[src/rtl/core/sst_pkg.sv]
// ----------------------------------------------------------------------------
// sst_pkg: shared types and constants for the sparse triplet store
// Sizes of the cell row, entry layout, command codes and cell control.
// ----------------------------------------------------------------------------
package sst_pkg;

   localparam int CAPACITY   = 64;
   localparam int COORD_BITS = 8;
   localparam int DATA_W     = 32;
   localparam int IDX_W      = $clog2(CAPACITY);
   localparam int COUNT_W    = $clog2(CAPACITY + 1);

   typedef logic [COORD_BITS-1:0] coord_type;
   typedef logic [DATA_W-1:0]     data_type;
   typedef logic [IDX_W-1:0]      idx_type;
   typedef logic [COUNT_W-1:0]    count_type;

   typedef enum logic [1:0] {
      CMD_CLEAR = 2'd0,
      CMD_SET   = 2'd1,
      CMD_GET   = 2'd2,
      CMD_ACC   = 2'd3
   } cmd_type;

   typedef struct packed {
      coord_type row;
      coord_type col;
      data_type  value;
   } entry_type;

   typedef struct packed {
      logic      match_en;
      logic      shift_en;
      logic      load_en;
      logic      set_en;
      idx_type   pos;
      count_type count;
      entry_type req;
   } cell_ctl_type;

endpackage

[src/rtl/core/sst_cell.sv]
// ----------------------------------------------------------------------------
// sst_cell: one storage cell of the triplet row
// Holds one entry, flags a key match, and takes its upper neighbor's entry
// when an entry at or below it is removed.
// ----------------------------------------------------------------------------
module sst_cell (
   input  logic                 clock,
   input  sst_pkg::idx_type      cell_idx,
   input  sst_pkg::cell_ctl_type ctl,
   input  sst_pkg::entry_type    next_entry,
   output sst_pkg::entry_type    entry,
   output logic                 hit
);

   sst_pkg::entry_type entry_ff;
   sst_pkg::entry_type entry_in;
   logic               hit_ff;
   logic               hit_in;
   logic               occupied;
   logic               at_pos;

   assign occupied = sst_pkg::count_type'(cell_idx) < ctl.count;
   assign at_pos   = cell_idx == ctl.pos;

   assign hit_in = ctl.match_en && occupied
                   && entry_ff.row == ctl.req.row && entry_ff.col == ctl.req.col;

   always_comb begin
      entry_in = entry_ff;
      // close the gap: every cell at or above the removed one moves down
      if (ctl.shift_en && cell_idx >= ctl.pos) begin
         entry_in = next_entry;
      end else if (ctl.load_en && at_pos) begin
         entry_in = ctl.req;
      end else if (ctl.set_en && at_pos) begin
         entry_in.value = ctl.req.value;
      end
   end

   always_ff @(posedge clock) begin
      entry_ff <= entry_in;
      hit_ff   <= hit_in;
   end

   assign entry = entry_ff;
   assign hit   = hit_ff;

endmodule

[config.mk]
export PLATFORM = sky130hd
export DESIGN_NAME = sst_cell
export DESIGN_NICKNAME = d
export VERILOG_FILES = /design/src/rtl/core/sst_pkg.sv /design/src/rtl/core/sst_cell.sv
export SDC_FILE = /design/constraint.sdc
export NUM_CORES = 1
export LEC_CHECK = 0
export ABC_AREA = 1
export BUFFER_PORTS_ARGS = -buffer_cell sky130_fd_sc_hd__clkbuf_2
export CAP_MARGIN = 20
export CORE_MARGIN = 4
export CORE_UTILIZATION = 48
export DETAILED_ROUTE_END_ITERATION = 6
export PLACE_DENSITY = 0.93
export SYNTH_ARGS = -nofsm -noshare
export SYNTH_HDL_FRONTEND = slang
export SYNTH_SLANG_ARGS = --single-unit
[constraint.sdc]
create_clock -name clock -period 6.6 [get_ports clock]
set_input_delay 1.32 -clock clock [delete_from_list [all_inputs] [get_ports clock]]
set_output_delay 1.32 -clock clock [all_outputs]
set_load 0.02 [all_outputs]
# After elaboration in Yosys (flattened, before gate mapping)
# Index checks and enable logic that the tools add are counted.
[totals]
mem_bits_rw = 0
out_inout_bits = 49
latchBits = 0
regBits = 49
rom_bits = 0
mem_count = 0
input_bits = 120
[classes]
eq_ne = 3
n_reduce_logical = 8
n_lt_le_gt_ge = 2
muxes = 4
addsub = 0
bitwise = 0
div = 0
mul = 0
shifts = 0
[ops]
columns = ["cell", "count"]
rows = [
  ["32-bit two-way mux", 2],
  ["48-bit two-way mux", 1],
  ["8-bit equality test", 2],
  ["16-bit two-way mux", 1],
  ["6-bit by 7-bit less-than comparator with 1-bit output", 1],
  ["6-bit equality test", 1],
  ["6-bit greater-or-equal comparator", 1],
  ["1-bit logical AND", 6],
  ["3-bit nonzero test", 1],
  ["2-bit nonzero test", 1],
]

# Longest topological paths before layout
# Gate-level depths: netlist (run 1).
[logic_depth]
word_depth = 5
mapped_depth = 10

# Worst setup path after synthesis (run 1)
# No wires, ideal clock.
[synth_timing]
kind = "input-to-reg"
from = "input port ctl[60] (netlist bit)"
to = "register entry_ff, in the netlist entry[0], enable pin"
arrival_time_ns = 3.030
n_path_buf = 1
setup_ns = 0.561
slack_ns = 3.009
required_ns = 6.039
path_stages = 9
path_cell_list = "inv_1 ha_1 nand2_1 inv_2 a21oi_2 nand3_2 nand2_2 buf_2 nand3_1"
[synth_via]
elab_chain_cells = 3
word_cells_on_any_way = 6
classes_between = "1 x order compare; 1 x eq/ne; 4 x reduce/logical"
[synth_lines]
columns = ["item", "line_no", "text"]
rows = [
  ["start: declaration", "sst_cell.sv:9", "input sst_pkg::cell_ctl_type ctl,"],
  ["6-bit greater-or-equal comparator or 6-bit equality test (tied branches)", "sst_cell.sv:31, sst_cell.sv:23", ""],
  ["1-bit logical AND, on equally long branches", "sst_cell.sv:31, sst_cell.sv:33, sst_cell.sv:35", ""],
  ["3-bit nonzero test (no source line) (*)", "-", ""],
  ["end signal: assignment", "sst_cell.sv:41", "entry_ff <= entry_in;"],
  ["end: declaration", "sst_cell.sv:15", "sst_pkg::entry_type entry_ff;"],
]
# Mark *: on every way between the ends. The rest lies on a longest branch, timed or not.
# A chain may end at the register's enable or synchronous reset.

# Worst setup path after layout (run 1)
[layout_timing]
from = "input port cell_idx[5]"
to = "register entry_ff, in the netlist entry[33], enable pin"
[layout_via]
elab_chain_cells = 3
word_cells_on_any_way = 5
classes_between = "1 x order compare; 1 x eq/ne; 3 x reduce/logical"
[layout_lines]
columns = ["item", "line_no", "text"]
rows = [
  ["start: declaration", "sst_cell.sv:8", "input sst_pkg::idx_type cell_idx,"],
  ["6-bit greater-or-equal comparator or 6-bit equality test (tied branches)", "sst_cell.sv:31, sst_cell.sv:23", ""],
  ["1-bit logical AND, on equally long branches", "sst_cell.sv:31, sst_cell.sv:33", ""],
  ["2-bit nonzero test (no source line) (*)", "-", ""],
]
# Marks and branches as above.

==> results by group, run 1 <==
Run status
  – Status: finished clean

Setup path
  – Worst path arrival time: between 4 and 5 ns
  – Most frequent CP cell: nand2_1
  – Crit path kind: input port to register
  – Worst path slowest cell: nand2_1
  – CP required: 6.47 ns
  – CP peak stage delay: roughly 0.70 ns
  – CP max FO: 50
  – CP Cell Sequence: clkbuf_2 -> ha_1 -> nand2_1 -> inv_2 -> a21oi_2 -> nand3_2 -> buf_12 -> nand2_2 -> nand2_1
  – Startpoint Class: input port
  – CP Capture Type: register

Routing
  – Detailed Routing Iterations Pass 1: 5
  – DRC Markers: 0
  – Drt first-iter violations: around 190
  – Final wirelength: roughly 8 mm
  – WL per Instance: roughly 14 um
  – Via count: around 2800
  – DR vias/cell: just under 5
  – Routed Antenna Nets: 0

STA
  – Final Skew: ~0.0032 ns
  – Highest Clock Rate: roughly 0.24 GHz
  – Final Max Tran Viols: 0
  – Unrepaired setup endpoints after global routing: no
  – Setup violators final: 0
  – Rel. slew slack: 0.397
  – Fin crit share: 0.635
  – Setup TNS: 0 ns
  – Final min period: 4.19 ns
  – Final hold vios: 0
  – Slew @ Worst Pin: between 0.9 and 1 ns

Die
  – I/O pins: 169
  – Initial Utilization: 0.509
  – Die Width: roughly 86 um
  – Die height: 85.6 um
  – Core Rows: 27
  – Die area: about 7300 um^2
  – Area of the core: 5680 um^2

Global routing
  – Initial antenna violation count: 0
  – First-pass GRT wire length: approximately 12 mm
  – Vias in the first global route: approximately 2700
  – Gr usage total: 0.208
  – Total grt overflow: 0
  – Largest net degree at the start of global routing: between 50 and 60

CTS
  – # resized after CTS: 0
  – Number of buffers created by CTS: 5
  – H-tree depth: 2
  – Skew-Pair Late Insertion Delay: approximately 0.3 ns
  – Root Buffer: clkbuf_8
  – CTS tree: done
  – Postcts setup bufs: 0
  – Clk buf depth: 2
  – Total clock sinks: 49
  – Hold bufs inserted after CTS: 0
  – Clk slew on worst S/H paths: around 0.09 ns

Pwr
  – Switching share of power: 0.334
  – Reg power frac: 0.488
  – Clk pwr share: 0.213
  – Comb power frac: 0.299
  – Net switching power: between 200 and 300 uW
  – IR drop worst, VDD: roughly 0.12 mV
  – Leak pwr: ~2.1 nW
  – Overall Power: roughly 840 uW
  – PwrDens: between 200 and 250 nW/um^2
  – Internal: roughly 560 uW

Synth
  – Post-synth cell types: 23
  – Syn Inst Count: 345
  – Avg Inst Size Synth: between 8 and 9 um^2
  – Post-synthesis sequential area ratio: 0.506
  – Mapped cell area: between 2000 and 3000 um^2
  – Yosys warns: 0
  – Synth Register Bits: between 40 and 50
  – Synthesized net count: 476

Run
  – Max_cap viols: 0

Placed design
  – HPWL after DPL: 6.13 mm
  – Placer Congestion: 0.934
  – Port Buffers: around 170

Final layout
  – Final #Nets: 639
  – Antenna Cells: 0
  – Area Growth Syn to Fin: 32.6%
  – Fraction of layout cells with a size suffix above 1: 0.379

Hold path
  – Worst Hold Class: register to register
-- area by class of cell --
class / instances / area [um^2]
Multi-Input combinational cell: 240 / 1160
Clock inverter: 2 / 13.8
Sequential cell: 49 / 1460
Tap cell: 72 / 90.1
Fill cell: 467 / 1850
Inverter: 41 / 154
Clock buffer: 6 / 72.6
Timing Repair Buffer: 171 / 876
-- layout by cell type, fill, tap and decap left out, drive strengths merged, types with 3 or more instances in the layout --
cell type and instances:
a21oi 4, buf 3, clkbuf 174, edfxtp 48, ha 11, inv 42
nand2 150, nand3 50, nor2 15, o21ai 3, xnor2 4
-- worst max-delay path: cells and delay by family --
family,cells,cell delay (ns)
AND/OR/NAND/NOR,4,1.79
buffers and inverters,3,0.46
adder cells (fa/ha/maj),1,0.31
AO/OA/AOI/OAI,1,0.15
-- routing by layer --
metal / vias up / GRT usage / wire [um]
li1: 1428 / - / -
met1: 1248 / 0.229 / 2830
met2: 128 / 0.381 / 4150
met3: 23 / 0.0432 / 609
met4: 0 / 0.0921 / 283
met5: - / 0 / 0
-- per-stage QoR --
| step | setup WS (ns) | cell area [um^2] | util | hold slack [ns] | std cells |
|---|---|---|---|---|---|
| after CTS | 1.71 | 3810 | 0.671 | 0.665 | 580 |
| after global routing | 2.22 | 3830 | 0.675 | 0.722 | 581 |
| after floorplan | 3.01 | 2890 | - | 0.741 | 345 |
| after global placement | 1.58 | 3720 | 0.656 | 0.624 | 572 |
| after detailed placement | 1.39 | 3720 | 0.656 | 0.650 | 572 |
| final | 2.41 | 3830 | 0.675 | 0.658 | 581 |
-- worst paths after layout --
| kind | end | start | depth (start not counted) | slack, ns |
|---|---|---|---|---|
| worst max-delay path | entry[33] | cell_idx[5] | 9 | 2.41 |
| worst min-delay path | hit | entry[41] | 5 | 0.66 |
| worst max register to register | hit | entry[38] | 6 | 5.51 |
| worst min register to register | hit | entry[41] | 5 | 0.66 |
-- cells in the mapped netlist, drive strengths merged --
cell type | instances | area (um^2)
nand2 | 150 | 566
o21ai | 3 | 15.0
nand3 | 50 | 305
edfxtp | 48 | 1440
dfxtp | 1 | 20.0
nand4 | 1 | 6.26
nor2 | 15 | 58.8
a21oi | 4 | 23.8
inv | 41 | 154
clkbuf | 3 | 11.3
nor2b | 1 | 6.26
o21bai | 1 | 7.51
xnor2 | 4 | 35.0
buf | 12 | 100
ha | 11 | 138
-- cell families (layout without fill, tap and decap cells) --
group / after synthesis / in the layout / share of synthesized area
compound gates: 8 / 8 / 0.0160
buf+inv: 56 / 220 / 0.0919
simple gates: 217 / 217 / 0.326
xor+xnor: 4 / 4 / 0.0121
flops: 49 / 49 / 0.506
fa+ha+maj: 11 / 11 / 0.0477
-- state kept, by name, summed over array words and instances, names as in the netlist --
name   flops
entry     48
hit        1
-- power groups by stage --
stage | sequential, mW | clock [mW] | combinational (mW)
after global routing | 0.415 | 0.196 | 0.276
after global placement | 0.415 | 0 | 0.239
after detailed placement | 0.418 | 0 | 0.249
after CTS | 0.410 | 0.182 | 0.249
final | 0.410 | 0.179 | 0.251
after floorplan | 0.469 | 0 | 0.104
No activity file was read; power rests on OpenSTA's default activity.
==> run 2: changes to the inputs <==
--- a/config.mk
+++ b/config.mk
@@ -9,9 +9,9 @@
 export BUFFER_PORTS_ARGS = -buffer_cell sky130_fd_sc_hd__clkbuf_2
 export CAP_MARGIN = 20
 export CORE_MARGIN = 4
-export CORE_UTILIZATION = 48
+export CORE_UTILIZATION = 44
 export DETAILED_ROUTE_END_ITERATION = 6
-export PLACE_DENSITY = 0.93
+export PLACE_DENSITY = 0.87
 export SYNTH_ARGS = -nofsm -noshare
 export SYNTH_HDL_FRONTEND = slang
 export SYNTH_SLANG_ARGS = --single-unit
==> constraint.sdc (replaced) <==
create_clock -name clock -period 3.95 [get_ports clock]
set_input_delay 0.79 -clock clock [delete_from_list [all_inputs] [get_ports clock]]
set_output_delay 0.79 -clock clock [all_outputs]
set_load 0.02 [all_outputs]
==> run 2 against run 1 <==
Compared with the run above: combinational power increased by 66%; register-to-register slack got worse by 2.6 ns; global-route usage decreased by 2.0 points; cell count increased by 1.0%.
==> results by group, run 2 (synthesis gave the netlist of run 1 again) <==
Setup path
  – R2R Path Start: entry[36]
  – Worst path arrival time: 2.69 ns (-1.37 ns)
  – CP peak stage delay: 0.36 ns (-0.34 ns)
  – CP Launch Point: ctl[60]
  – Flop2flop setup slack: 2.90 ns (-2.61 ns)
  – CP required: 3.90 ns (-2.57 ns)
  – CP max FO: 33 (-34%)
  – WP buf/inv: 4 (+1)
  – Crit path kind: input port to register
  – Worst path top cell family by delay: buffers and inverters
  – Startpoint Class: input port
  – CP Capture Type: register
  – CP Cell Sequence: clkbuf_2 -> inv_1 -> ha_1 -> nand2_1 -> nor2_2 -> nand2_1 -> nand3_2 -> nand2_2 -> buf_4 -> nand3_1 -> buf_4
  – Worst path slowest cell: buf_4

Final layout
  – Area Growth Syn to Fin: 34.3%
  – Most common cell after layout, fill and taps aside: clkbuf_2
  – Max reg flops: 48 (unchanged)
  – Commonest cells after routing, fill and taps aside: clkbuf_2 (168), nand2_1 (149), edfxtp_1 (48)
  – Final non-filler cell area: 3880 um^2 (+1.3%)
  – Fraction of layout cells with a size suffix above 1: 0.382 (+0.00318)
  – Final core utilization: 0.611 (-0.0640)
  – Antenna Cells: 0 (unchanged)
  – Final #Nets: 640 (+0.16%)
  – Layout fillers: 574 (+23%)

Run
  – Max_cap viols: 0 (unchanged)

CTS
  – H-tree depth: 2 (unchanged)
  – Postcts setup bufs: 0 (unchanged)
  – # resized after CTS: 0 (unchanged)
  – CTS tree: done
  – Total clock sinks: 49 (unchanged)
  – Number of buffers created by CTS: 5 (unchanged)
  – Hold bufs inserted after CTS: 0 (unchanged)
  – Clk slew on worst S/H paths: 0.09 ns (about the same)
  – Skew-Pair Late Insertion Delay: 0.29 ns (about the same)
  – Root Buffer: clkbuf_8
  – Clk buf depth: 2 (unchanged)

STA
  – Final Max Tran Viols: 0 (unchanged)
  – Final min period: roughly 2.7 ns
  – Final Skew: 0.00418 ns (+0.000965 ns)
  – Final hold vios: 0 (unchanged)
  – Fin crit share: 0.695
  – Unrepaired setup endpoints after global routing: no
  – Slew @ Worst Pin: 0.671 ns (-0.230 ns)
  – Setup violators final: 0 (unchanged)
  – Highest Clock Rate: 0.364 GHz
  – Rel. slew slack: 0.552 (+0.154)
  – Setup TNS: 0 ns (unchanged)

Routing
  – Via count: 2777 (-1.8%)
  – DRC Markers: 0 (unchanged)
  – Routed Antenna Nets: 0 (unchanged)
  – DR vias/cell: 4.73 (-2.8%)
  – Drt first-iter violations: 94 (-50%)
  – Final wirelength: 7.75 mm (-1.5%)
  – WL per Instance: 13.2 um (-2.6%)
  – Detailed Routing Iterations Pass 1: 5 (unchanged)

Placed design
  – HPWL after DPL: 6.21 mm (+1.2%)
  – Post-DP Area: 3740 um^2 (+0.57%)
  – Port Buffers: 168 (unchanged)
  – Placer Congestion: 0.967 (+3.6%)

Die
  – Die height: 89.0 um (+4.0%)
  – Area of the core: 6350 um^2 (+12%)
  – Die area: 7920 um^2 (+8.2%)
  – Initial Utilization: 0.455 (-0.0540)
  – I/O pins: 169 (unchanged)
  – Core Rows: 29 (+7.4%)
  – Die Width: 89.0 um (+4.0%)

Global routing
  – Met3 Use GR: 0.0433 (+0.0000903)
  – Largest net degree at the start of global routing: 49 (-3.9%)
  – Total grt overflow: 0 (unchanged)
  – Vias in the first global route: 2575 (-3.7%)
  – M2 GR Usage: 0.354 (-0.0278)
  – Initial antenna violation count: 0 (unchanged)
  – GR peak layer: met2
  – Gr usage total: 0.187 (-0.0203)
  – First-pass GRT wire length: 11.6 mm (-4.1%)
  – GR Util met1: 0.213 (-0.0165)

Run status
  – Status: finished clean

Pwr
  – PwrDens: 388 nW/um^2 (+77%)
  – Leak pwr: 2.16 nW (+1.1%)
  – IR drop worst, VDD: 0.282 mV (+130%)

Hold path
  – Worst Hold Class: register to register
  – Hold path startpoint: entry[37]
run 2: final timing paths:
check	end	depth (start not counted)
setup / recovery	entry[2]	11
hold / removal	hit	5
setup reg to reg	hit	5
hold reg to reg	hit	5
run 2: layout make-up:
type	count	area (um^2)	area share
Multi-Input combinational cell	240	1160	0.299
Inverter	41	154	0.0397
Sequential cell	49	1460	0.377
Timing Repair Buffer	172	871	0.225
Clock buffer	5	68.8	0.0177
Tap cell	77	96.3	0.0248
Clock inverter	3	65.1	0.0168
run 2: through the flow:
stage / std cells / power, mW / hold WS, ns / setup slack [ns]
2_1_floorplan: 345 / 0.957 / 0.741 / 0.889
3_3_place_gp: 579 / 1.10 / 0.641 / 1.03
3_5_place_dp: 579 / 1.12 / 0.652 / 0.914
4_1_cts: 587 / 1.53 / 0.660 / 1.22
5_1_grt: 587 / 1.59 / 0.723 / 1.05
6_report: 587 / 1.51 / 0.664 / 1.21
run 2: power by group:
part	total [mW]	switching [mW]	internal, mW
combinational	0.416	0.270	0.146
clock	0.405	0.154	0.251
sequential	0.685	0.0264	0.659
run 2: layer usage:
layer  up-vias  wire length, um
met5         -                0
met4         0               96
met3         8              582
met2        97             4190
met1      1241             2880
li1       1431                -
run 2: worst reg2reg max path, cell delays in order, from the launching register on:
cell and delay [ns]:
edfxtp_1 0.41, xnor2_1 0.20, nand2_1 0.10, a21oi_1 0.12
nand2_1 0.06, nor2_1 0.10
==> run 3: changes to the inputs <==
--- a/config.mk
+++ b/config.mk
@@ -9,9 +9,9 @@
 export BUFFER_PORTS_ARGS = -buffer_cell sky130_fd_sc_hd__clkbuf_2
 export CAP_MARGIN = 20
 export CORE_MARGIN = 4
-export CORE_UTILIZATION = 44
+export CORE_UTILIZATION = 40
 export DETAILED_ROUTE_END_ITERATION = 6
-export PLACE_DENSITY = 0.87
+export PLACE_DENSITY = 0.83
 export SYNTH_ARGS = -nofsm -noshare
 export SYNTH_HDL_FRONTEND = slang
 export SYNTH_SLANG_ARGS = --single-unit
==> constraint.sdc (replaced) <==
create_clock -name clock -period 2.25 [get_ports clock]
set_input_delay 0.45 -clock clock [delete_from_list [all_inputs] [get_ports clock]]
set_output_delay 0.45 -clock clock [all_outputs]
set_load 0.02 [all_outputs]
==> run 3 against run 2 <==
Compared with the run above: global-route usage is 0.80 points lower; critical path type unchanged; count of clock-buffer cells in the layout is 1 higher; total power is 61% higher; largest power group unchanged; clock power is 18% higher; setup slack worse by 0.87 ns; sequential share of layout area is 0.18 points lower; wire length is 1.1% higher; largest cell class unchanged; combinational power is 79% higher; final area is 0.48% higher.
==> results by group, run 3 (synthesis gave the netlist of run 1 again) <==
CTS
  – Number of buffers created by CTS: 5 (unchanged)
  – H-tree depth: 2 (unchanged)
  – CTS tree: done
  – Hold bufs inserted after CTS: 0 (unchanged)
  – Skew-Pair Late Insertion Delay: 0.29 ns (about the same)
  – Postcts setup bufs: 0 (unchanged)
  – Total clock sinks: 49 (unchanged)
  – Clk buf depth: 2 (unchanged)
  – Root Buffer: clkbuf_8
  – # resized after CTS: 0 (unchanged)
  – Clk slew on worst S/H paths: 0.08 ns (about the same)

Setup path
  – Flop2flop setup slack: 1.22 ns (-1.68 ns)
  – FF-to-FF End: hit
  – Crit path kind: input port to register
  – Startpoint Class: input port
  – Worst path arrival time: 1.97 ns (-0.72 ns)
  – CP max FO: 19 (-42%)
  – CP required: 2.30 ns (-1.60 ns)
  – R2R Path Start: entry[47]
  – CP Capture Type: register
  – R2R cell count: 7 (+2)

Placed design
  – Place WS: 0.0176 ns (-0.897 ns)
  – HPWL after DPL: 6.33 mm (+1.9%)
  – Placer Congestion: 0.957 (-1.1%)
  – Port Buffers: 168 (unchanged)

STA
  – Slew @ Worst Pin: 0.471 ns (-0.200 ns)
  – Highest Clock Rate: 0.522 GHz
  – Worst Slack Setup Final: 0.336 ns (-0.870 ns)
  – Fin crit share: 0.851
  – Final hold slack: 0.421 ns (-0.243 ns)
  – Rel. slew slack: 0.686 (+0.135)
  – Setup TNS: 0 ns (unchanged)
  – Final Max Tran Viols: 0 (unchanged)
  – Final Skew: 0.00505 ns (+0.000876 ns)
  – Final min period: 1.91 ns
  – Unrepaired setup endpoints after global routing: no
  – Final hold vios: 0 (unchanged)
  – Setup violators final: 0 (unchanged)

Routing
  – Drt first-iter violations: 117 (+24%)
  – Via count: 2803 (+0.94%)
  – WL per Instance: 12.9 um (-2.2%)
  – DRC Markers: 0 (unchanged)
  – Final wirelength: 7.83 mm (+1.1%)
  – Routed Antenna Nets: 0 (unchanged)
  – DR vias/cell: 4.62 (-2.4%)
  – Detailed Routing Iterations Pass 1: 4 (-1)

Global routing
  – Total grt overflow: 0 (unchanged)
  – Initial antenna violation count: 0 (unchanged)
  – Vias in the first global route: 2743 (+6.5%)
  – Gr usage total: 0.179 (-0.00803)
  – Largest net degree at the start of global routing: 49 (unchanged)
  – First-pass GRT wire length: 12.4 mm (+6.9%)

Final layout
  – Layout fillers: 643 (+12%)
  – Most common cell after layout, fill and taps aside: clkbuf_2
  – Antenna Cells: 0 (unchanged)
  – Max reg flops: 48 (unchanged)
  – Area Growth Syn to Fin: 34.9%
  – Final #Nets: 642 (+0.31%)
  – Commonest cells after routing, fill and taps aside: clkbuf_2 (168), nand2_1 (149), edfxtp_1 (48)
  – Fraction of layout cells with a size suffix above 1: 0.382 (-0.000748)

Die
  – I/O pins: 169 (unchanged)
  – Core Rows: 30 (+3.4%)
  – Die Width: 93.0 um (+4.4%)
  – Die height: 93.0 um (+4.4%)
  – Area of the core: 6910 um^2 (+8.8%)
  – Die area: 8640 um^2 (+9.1%)
  – Initial Utilization: 0.418 (-0.0367)

Hold path
  – WHS Endpoint: entry[28]
  – Worst Hold Class: input port to register
  – Hold path startpoint: ctl[28]
  – Worst Hold Depth: 3 (-2)

Pwr
  – PwrDens: 622 nW/um^2 (+60%)
  – IR drop worst, VDD: 0.304 mV (+7.8%)
  – Leak pwr: 2.15 nW (-0.26%)

Run status
  – Status: finished clean

Run
  – Max_cap viols: 0 (unchanged)
-- run 3: changes by cell type in the layout (fill, tap and decap cells not counted), sizes merged --
cell	delta
bufinv	-2
buf	+2
clkbuf	+1
-- run 3: critical path, stage by stage --
cell and delay (ns):
clkbuf_2 0.10, ha_1 0.30, nand2_1 0.12, inv_2 0.05, a21oi_2 0.15, nand3_2 0.13, nand2_2 0.13, buf_4 0.24
nand2_1 0.12, buf_12 0.17
-- run 3: worst max-delay path by stage --
stage	start	endpoint	slack (ns)
floorplan	ctl[60]	entry[32]	0.13
global placement	cell_idx[5]	entry[31]	0.12
detailed placement	cell_idx[5]	entry[20]	0.02
CTS	cell_idx[5]	entry[3]	0.33
global route	cell_idx[5]	entry[29]	0.23
finish	cell_idx[5]	entry[47]	0.34
-- run 3: area by class of cell --
cell class | count | area, um^2 | share of cell area
tap | 96 | 120 | 0.0308
clock inverter | 1 | 3.75 | 0.000963
timing repair buffer | 174 | 911 | 0.234
sequential | 49 | 1460 | 0.375
inverter | 41 | 154 | 0.0395
multi-input combinational | 240 | 1170 | 0.301
clock buffer | 6 | 72.6 | 0.0186
-- run 3: power by group --
group | internal [mW] | leakage [nW] | switching [mW] | total, mW
logic | 0.272 | 1.66 | 0.473 | 0.745
registers | 1.16 | 0.450 | 0.0463 | 1.20
clock network | 0.210 | 0.0387 | 0.266 | 0.476
-- run 3: metrics by stage --
step	instances	power, mW	cell area [um^2]	util
final	607	2.42	3900	0.564
after global routing	607	2.57	3900	0.564
after CTS	607	2.46	3900	0.564
after detailed placement	600	1.98	3820	0.553
after global placement	600	1.95	3820	0.553
after floorplan	345	1.68	2900	-
-- run 3: per-layer routing --
metal  GRT usage  share of wire  vias to the layer above
met5           0              0                        -
met4      0.0745          0.028                        0
met3      0.0374          0.076                       21
met2       0.327           0.52                      120
met1       0.201           0.38                     1229
li1            -              -                     1433
